===== config.mk =====
export PLATFORM = sky130hd
export DESIGN_NAME = deadlock_cycle_detector_flat
export DESIGN_NICKNAME = d
export VERILOG_FILES = /design/src/sv/ddc_pkg.sv /design/src/sv/ddc_in_if.sv /design/src/sv/ddc_out_if.sv /design/src/sv/deadlock_cycle_detector.sv /design/src/flat_wrapper.sv
export SDC_FILE = /design/constraint.sdc
export NUM_CORES = 1
export LEC_CHECK = 0
export ABC_CLOCK_PERIOD_IN_PS = 7900
export BUFFER_PORTS_ARGS = -buffer_cell sky130_fd_sc_hd__buf_4
export CORE_ASPECT_RATIO = 1.75
export CORE_UTILIZATION = 50
export DETAILED_ROUTE_END_ITERATION = 8
export GPL_TIMING_DRIVEN = 0
export PLACE_DENSITY = 0.68
export SLEW_MARGIN = 20
export SYNTH_ARGS = -nofsm -noshare
export SYNTH_HDL_FRONTEND = slang
export SYNTH_SLANG_ARGS = --single-unit

===== constraint.sdc =====
create_clock -name i_clk -period 7.9 [get_ports i_clk]
set_input_delay 0.395 -clock i_clk [delete_from_list [all_inputs] [get_ports i_clk]]
set_output_delay 0.395 -clock i_clk [all_outputs]
set_load 0.005 [all_outputs]

===== src/sv/ddc_pkg.sv =====
// ----------------------------------------------------------------------------
// ddc_pkg
// Sizes shared by the deadlock detector and its row channel interface.
// ----------------------------------------------------------------------------
package ddc_pkg;

    localparam int MAX_PROCESSES = 8;
    localparam int MAX_RESOURCES = 8;
    localparam int MASK_W        = 8;
    localparam int MASK_IDX_W    = $clog2(MASK_W);
    localparam int CFG_W         = 4;
    localparam int RES_LIM       = (MAX_RESOURCES < MASK_W) ? MAX_RESOURCES : MASK_W;
    localparam int MAX_VERTS     = MAX_PROCESSES + MAX_RESOURCES;
    localparam int PROC_W        = (MAX_PROCESSES > 1) ? $clog2(MAX_PROCESSES) : 1;
    localparam int CNT_W         = $clog2(MAX_PROCESSES + 1);
    localparam int VERT_W        = $clog2(MAX_VERTS);
    localparam int CUR_W         = $clog2(MAX_VERTS + 1);

    localparam logic [CFG_W-1:0] NUM_RES_RESET = CFG_W'(4);

    typedef logic [MASK_W-1:0] t_mask;

endpackage


===== src/sv/ddc_in_if.sv =====
// ----------------------------------------------------------------------------
// ddc_in_if
// Process row channel: request and allocation masks plus a last flag.
// ----------------------------------------------------------------------------
interface ddc_in_if;
    import ddc_pkg::*;

    logic  valid;
    logic  ready;
    t_mask request_mask;
    t_mask allocation_mask;
    logic  last;

    modport source (output valid, output request_mask, output allocation_mask,
                    output last, input ready);
    modport sink   (input valid, input request_mask, input allocation_mask,
                    input last, output ready);
endinterface


===== src/sv/ddc_out_if.sv =====
// ----------------------------------------------------------------------------
// ddc_out_if
// Result channel: one deadlock flag per row set.
// ----------------------------------------------------------------------------
interface ddc_out_if;
    logic valid;
    logic ready;
    logic deadlock;

    modport source (output valid, output deadlock, input ready);
    modport sink   (input valid, input deadlock, output ready);
endinterface


===== src/sv/deadlock_cycle_detector.sv =====
// ----------------------------------------------------------------------------
// deadlock_cycle_detector
// Cycle search over a resource allocation graph built from process rows.
// ----------------------------------------------------------------------------
// Usage:
//   i_in carries one process row per word (request mask, allocation mask,
//   last). Rows are taken one per cycle while the block is loading; rows
//   past MAX_PROCESSES are dropped. A word with last set closes the set and
//   starts a depth-first search over processes then resources.
//   The search walks one (vertex, neighbor) pair per cycle through a single
//   edge-test step driven by a small sequencer with an explicit stack. It
//   covers nv = rows + resources vertices (at most 16); the flag word is
//   valid once the search ends. i_in is not ready during the search.
//   o_out carries one word with the deadlock flag per set, held in an output
//   register until taken. Rows of the next set load while it waits; a
//   second result waits in the sequencer until the first is taken.
//   i_cfg_we/i_cfg_wdata write num_resources (reset 4, saturated to the mask
//   width); it is sampled on the last row of each set.
//   Reset (i_rst_n low, synchronous) empties the row set and the output.
// ----------------------------------------------------------------------------
module deadlock_cycle_detector (
    input  logic                  i_clk,
    input  logic                  i_rst_n,
    input  logic                  i_cfg_we,
    input  logic [ddc_pkg::CFG_W-1:0] i_cfg_wdata,
    ddc_in_if.sink                i_in,
    ddc_out_if.source             o_out
);
    import ddc_pkg::*;

    typedef enum logic [1:0] {
        S_LOAD,
        S_START,
        S_WALK,
        S_FINISH
    } t_state;

    t_state              r_state, n_state;
    logic [CFG_W-1:0]    r_num_resources, n_num_resources;
    logic [CFG_W-1:0]    r_nr, n_nr;
    logic [CNT_W-1:0]    r_row_count, n_row_count;
    logic [MAX_VERTS-1:0] r_visited, n_visited;
    logic [MAX_VERTS-1:0] r_on_path, n_on_path;
    logic [CUR_W-1:0]    r_depth, n_depth;
    logic [CUR_W-1:0]    r_src, n_src;
    logic                r_found, n_found;
    logic                r_out_valid, n_out_valid;
    logic                r_deadlock, n_deadlock;

    t_mask               r_req_rows  [MAX_PROCESSES];
    t_mask               r_hold_rows [MAX_PROCESSES];
    t_mask               n_req_rows  [MAX_PROCESSES];
    t_mask               n_hold_rows [MAX_PROCESSES];
    logic [VERT_W-1:0]   r_path_vertex [MAX_VERTS];
    logic [CUR_W-1:0]    r_path_cursor [MAX_VERTS];
    logic [VERT_W-1:0]   n_path_vertex [MAX_VERTS];
    logic [CUR_W-1:0]    n_path_cursor [MAX_VERTS];

    logic [CFG_W-1:0]    nr_sat;
    logic [CUR_W-1:0]    np;
    logic [CUR_W-1:0]    nv;
    logic [VERT_W-1:0]   top;
    logic [VERT_W-1:0]   v;
    logic [CUR_W-1:0]    v_ext;
    logic [CUR_W-1:0]    c;
    logic [VERT_W-1:0]   c_idx;
    logic [CUR_W-1:0]    c_res;
    logic [CUR_W-1:0]    v_res;
    logic                edge_hit;

    assign nr_sat = (r_num_resources > CFG_W'(RES_LIM)) ? CFG_W'(RES_LIM) : r_num_resources;
    assign np     = CUR_W'(r_row_count);
    assign nv     = np + CUR_W'(r_nr);
    assign top    = VERT_W'(r_depth - CUR_W'(1));
    assign v      = r_path_vertex[top];
    assign v_ext  = CUR_W'(v);
    assign c      = r_path_cursor[top];
    assign c_idx  = c[VERT_W-1:0];
    assign c_res  = c - np;
    assign v_res  = v_ext - np;

    // process -> resource on request, resource -> process on hold
    always_comb begin
        edge_hit = 1'b0;
        if (v_ext < np && c >= np && c_res < CUR_W'(r_nr)) begin
            edge_hit = r_req_rows[v[PROC_W-1:0]][c_res[MASK_IDX_W-1:0]];
        end else if (v_ext >= np && v_res < CUR_W'(r_nr) && c < np) begin
            edge_hit = r_hold_rows[c[PROC_W-1:0]][v_res[MASK_IDX_W-1:0]];
        end
    end

    assign i_in.ready     = (r_state == S_LOAD);
    assign o_out.valid    = r_out_valid;
    assign o_out.deadlock = r_deadlock;

    always_comb begin
        n_state         = r_state;
        n_num_resources = r_num_resources;
        n_nr            = r_nr;
        n_row_count     = r_row_count;
        n_visited       = r_visited;
        n_on_path       = r_on_path;
        n_depth         = r_depth;
        n_src           = r_src;
        n_found         = r_found;
        n_out_valid     = r_out_valid;
        n_deadlock      = r_deadlock;
        n_req_rows      = r_req_rows;
        n_hold_rows     = r_hold_rows;
        n_path_vertex   = r_path_vertex;
        n_path_cursor   = r_path_cursor;

        if (i_cfg_we) begin
            n_num_resources = i_cfg_wdata;
        end
        if (r_out_valid && o_out.ready) begin
            n_out_valid = 1'b0;
        end

        case (r_state)
            S_LOAD: begin
                if (i_in.valid) begin
                    if (r_row_count < CNT_W'(MAX_PROCESSES)) begin
                        n_req_rows[r_row_count[PROC_W-1:0]]  = i_in.request_mask;
                        n_hold_rows[r_row_count[PROC_W-1:0]] = i_in.allocation_mask;
                        n_row_count = r_row_count + CNT_W'(1);
                    end
                    if (i_in.last) begin
                        n_nr      = nr_sat;
                        n_src     = '0;
                        n_visited = '0;
                        n_on_path = '0;
                        n_depth   = '0;
                        n_state   = S_START;
                    end
                end
            end
            S_START: begin
                if (r_src >= nv) begin
                    n_found = 1'b0;
                    n_state = S_FINISH;
                end else if (r_visited[r_src[VERT_W-1:0]]) begin
                    n_src = r_src + CUR_W'(1);
                end else begin
                    n_visited[r_src[VERT_W-1:0]] = 1'b1;
                    n_on_path[r_src[VERT_W-1:0]] = 1'b1;
                    n_path_vertex[0] = r_src[VERT_W-1:0];
                    n_path_cursor[0] = '0;
                    n_depth          = CUR_W'(1);
                    n_state          = S_WALK;
                end
            end
            S_WALK: begin
                if (c >= nv) begin
                    // all neighbors tried: pop
                    n_on_path[v] = 1'b0;
                    n_depth      = r_depth - CUR_W'(1);
                    if (r_depth == CUR_W'(1)) begin
                        n_src   = r_src + CUR_W'(1);
                        n_state = S_START;
                    end
                end else begin
                    n_path_cursor[top] = c + CUR_W'(1);
                    if (edge_hit) begin
                        if (r_on_path[c_idx]) begin
                            // back edge closes a cycle
                            n_found = 1'b1;
                            n_state = S_FINISH;
                        end else if (!r_visited[c_idx] && r_depth < CUR_W'(MAX_VERTS)) begin
                            n_visited[c_idx] = 1'b1;
                            n_on_path[c_idx] = 1'b1;
                            n_path_vertex[r_depth[VERT_W-1:0]] = c_idx;
                            n_path_cursor[r_depth[VERT_W-1:0]] = '0;
                            n_depth = r_depth + CUR_W'(1);
                        end
                    end
                end
            end
            S_FINISH: begin
                if (!r_out_valid || o_out.ready) begin
                    n_out_valid = 1'b1;
                    n_deadlock  = r_found;
                    n_row_count = '0;
                    n_state     = S_LOAD;
                end
            end
            default: begin
                n_state = S_LOAD;
            end
        endcase
    end

    always_ff @(posedge i_clk) begin
        if (!i_rst_n) begin
            r_state         <= S_LOAD;
            r_num_resources <= NUM_RES_RESET;
            r_nr            <= '0;
            r_row_count     <= '0;
            r_visited       <= '0;
            r_on_path       <= '0;
            r_depth         <= '0;
            r_src           <= '0;
            r_found         <= 1'b0;
            r_out_valid     <= 1'b0;
            r_deadlock      <= 1'b0;
        end else begin
            r_state         <= n_state;
            r_num_resources <= n_num_resources;
            r_nr            <= n_nr;
            r_row_count     <= n_row_count;
            r_visited       <= n_visited;
            r_on_path       <= n_on_path;
            r_depth         <= n_depth;
            r_src           <= n_src;
            r_found         <= n_found;
            r_out_valid     <= n_out_valid;
            r_deadlock      <= n_deadlock;
        end
    end

    // row store and search stack carry no reset
    always_ff @(posedge i_clk) begin
        r_req_rows    <= n_req_rows;
        r_hold_rows   <= n_hold_rows;
        r_path_vertex <= n_path_vertex;
        r_path_cursor <= n_path_cursor;
    end

endmodule

===== src/flat_wrapper.sv =====
// flat-port wrapper written by rule: the top's interface ports become plain ports
module deadlock_cycle_detector_flat import ddc_pkg::*;
  (i_clk, i_rst_n, i_cfg_we, i_cfg_wdata, i_in_valid, i_in_request_mask, i_in_allocation_mask, i_in_last, i_in_ready, o_out_valid, o_out_deadlock, o_out_ready);
  ddc_in_if i_in_i ();
  ddc_out_if o_out_i ();
  input  logic i_clk;
  input  logic i_rst_n;
  input  logic i_cfg_we;
  input  logic [ddc_pkg::CFG_W-1:0] i_cfg_wdata;
  input wire logic [$bits(i_in_i.valid)-1:0] i_in_valid;
  input wire logic [$bits(i_in_i.request_mask)-1:0] i_in_request_mask;
  input wire logic [$bits(i_in_i.allocation_mask)-1:0] i_in_allocation_mask;
  input wire logic [$bits(i_in_i.last)-1:0] i_in_last;
  output wire logic [$bits(i_in_i.ready)-1:0] i_in_ready;
  output wire logic [$bits(o_out_i.valid)-1:0] o_out_valid;
  output wire logic [$bits(o_out_i.deadlock)-1:0] o_out_deadlock;
  input wire logic [$bits(o_out_i.ready)-1:0] o_out_ready;
  assign i_in_i.valid = i_in_valid;
  assign i_in_i.request_mask = i_in_request_mask;
  assign i_in_i.allocation_mask = i_in_allocation_mask;
  assign i_in_i.last = i_in_last;
  assign i_in_ready = i_in_i.ready;
  assign o_out_valid = o_out_i.valid;
  assign o_out_deadlock = o_out_i.deadlock;
  assign o_out_i.ready = o_out_ready;
  deadlock_cycle_detector u_core (.i_clk(i_clk), .i_rst_n(i_rst_n), .i_cfg_we(i_cfg_we), .i_cfg_wdata(i_cfg_wdata), .i_in(i_in_i), .o_out(o_out_i));
endmodule

==> flow_summary.toml <==
[yosys]
synth_edf_count = 272
netlist_top_cells_area = "edfxtp_1 46%, dfxtp_1 6.7%, mux4_2 6.1%"
ys_types = 83
yosysMostFrequentCell = "edfxtp_1"
syn_avg_cell_area_um2 = 12.1
yosysSeqAreaShare = 0.529
synthesis.area_mm2 = 0.0177
synth_top_area_share = 0.462
synth_common_cells = "272 x edfxtp_1, 151 x nand2_1, 103 x nor2_1, 83 x mux2i_1, 61 x clkbuf_1"
synth_cells = 1462
synthArstFlopShare = 0
synth_seq_cells = 331
yosysTopAreaCell = "edfxtp_1"
synth-warning-count = 0
synth_flop_cell = "edfxtp_1"
syn_nets = 1538

[pwr]
power_switching_mw = 2.80
p_leak_nw = 6.95
powerDensity_mw_per_mm2 = 337
swShare = 0.417
seqPwrFrac = 0.323
ir_drop_uv = 275
power_frac_comb = 0.452
pwr-share-clk = 0.225
internal-power_mw = 3.91

[critical_path]
crit_arrival_ns = 8.03
r2r_end = "u_core.r_path_cursor[57]"
slowest_stage = "mux4_1"
reg2reg_depth = 29
crit_start = "u_core.r_depth[0]"
cpMostUsedCell = "buf_6"
crit_end = "u_core.r_path_cursor[57]"
path_class = "flop to flop"
reg2reg_setup_slack_ns = 0.22
cp_max_fo = 10
reg2reg_from = "u_core.r_depth[0]"
startpoint_type = "flop"
critPathMaxStageDelay_ns = 0.59
crit_required_ns = 8.25
end_kind = "flop"

[hold_path]
min-delay-start = "i_in_request_mask[2]"
hold_class = "input port to flop"

[die]
fp.dieW_um = 144
core_area_mm2 = 0.0347
fp-row-count = 90
dieArea_mm2 = 0.0361
die_y_um = 251
io_pins = 29
initial_core_util = 0.509

[timing]
skew_ns = 0.0194
period_share = 0.973
timing.fmax_ghz = 0.130
final_hold_viol_count = 0
drv_slew = 0
fin_ws_ns = 0.215
whs_ns = 0.0271
tns_ns = 0
finalCriticalPeriod_ns = 7.68
slew_headroom = 0.311
rsz0062_at_grt = "no"
setup_viol = 0
worst_slew_pin_slew_ns = 1.03

[detailed_routing]
drc = 0
ant_nets = 0
wl_mm = 53.3
drtPass1Iterations = 6
wire_per_inst_um = 26.3
vias_per_cell = 6.44
dr_total_vias = 13000
initialDrtViolationCount = 1076

[global_route]
overflow = 0
track_usage = 0.303
antenna_found_initial = 0
grt_pass1_vias = 13400
grt_pass1_wl_mm = 79.9
grt_max_degree = 85

[finish]
layout-drive-gt1-share = 0.210
antenna_cells_inserted = 0
area_growth_pct = 12.6
final_nets = 1617

[clock_network]
clk_pin_slew_ns = 0.07
ctsLongestPathBuffers = 3
cts_sinks = 331
clk_latency_ns = 0.60
root_buffer = "clkbuf_16"
cts_tree = "yes"
htree_levels = 1
cts_made_buffers = 31
hold_buffers = 0

[place]
gp_congestion = 0.954
io_buffers = 26
dp_slack_ns = -1.55
dpl.hpwl_mm = 39.2

[run]
cap_violations = 0

[outcome]
status = "complete, no violations"
## flip-flops by register name, indices dropped and copies added, names as in the netlist, 2 cells and up
register                flops
u_core.r_hold_rows         64
u_core.r_on_path           16
u_core.r_row_count          4
u_core.r_depth              5
u_core.r_src                5
u_core.r_visited           16
u_core.r_state              2
u_core.r_path_cursor       80
u_core.r_req_rows          64
u_core.r_path_vertex       64
u_core.r_nr                 4
u_core.r_num_resources      4
## final cells by class
class,count,area [um2]
buffer,114,633
clock buffer,36,805
clock inverter,21,205
fill,2946,14800
inverter,39,153
multi-input combinational,977,7800
sequential,331,9350
tap,460,576
timing repair buffer,47,379
## cell families after synthesis
logic type      after synthesis  synth area share
simple gates                405             0.106
flops                       331             0.529
compound gates              367             0.162
mux                         142             0.118
fa+ha+maj                    50            0.0367
xor+xnor                     13           0.00644
buf+inv                     154            0.0413
## through the flow
stage,utilization,cell area (um2),power [mW],cells
floorplan,-,17700,4.07,1462
global placement,0.532,18400,5.00,1948
detailed placement,0.538,18700,5.10,1964
CTS,0.572,19800,6.63,2024
global route,0.574,19900,6.97,2025
finish,0.574,19900,6.70,2025
## worst min path at each step
stage,endpoint,slack (ns),cells after the start
5_1_grt,u_core.r_req_rows[26],0.03,1
3_5_place_dp,u_core.r_num_resources[2],0.47,2
6_report,u_core.r_req_rows[26],0.03,1
2_1_floorplan,u_core.r_num_resources[2],0.43,2
4_1_cts,u_core.r_req_rows[35],0.01,1
3_3_place_gp,u_core.r_num_resources[2],0.46,2
## critical path: cells and delay by family (launching register included)
family	cells	cell delay, ns
adders and majority gates	4	1.28
muxes	2	0.90
buffers and inverters	12	2.38
AOI/OAI and AO/OA	7	1.55
DFF	1	0.40
and+or+nand+nor	4	0.89
## power by group through the flow
stage	logic, mW	registers (mW)	clock network, mW
floorplan	1.89	2.18	0
global placement	2.80	2.20	0
detailed placement	2.90	2.20	0
CTS	2.95	2.16	1.53
global route	3.21	2.17	1.59
finish	3.03	2.16	1.51
## layout by cell type (no fill, tap or decap), types with 17 or more instances in the layout
cell type  count
clkbuf_1      56
o21ai_0       54
ha_1          47
dfxtp_1       59
o221a_2       40
nand3_1       30
o211a_1       37
nor2_1        85
clkbuf_16     31
mux4_2        48
nor2b_1       26
edfxtp_1     272
buf_4         52
buf_1         20
o211ai_1      18
mux2i_1       80
inv_1         32
and3_1        17
nand2_1      149
a21oi_1       50
a31o_2        31
a31oi_1       39
## metal layers
layer  track usage  wire length [um]  up-vias
li1              -                 -     5838
met1         0.301             17100     6405
met2         0.538             27700      565
met3        0.0572              3530      238
met4         0.248              5000        0
met5             0                 0        -
## what timing repair did
item,CTS,global route
pin swaps,2,3
buffers inserted,4,1
setup endpoints to repair,188,175
resized for setup,38,18
Note: power is estimated with default switching activity, not from simulation.
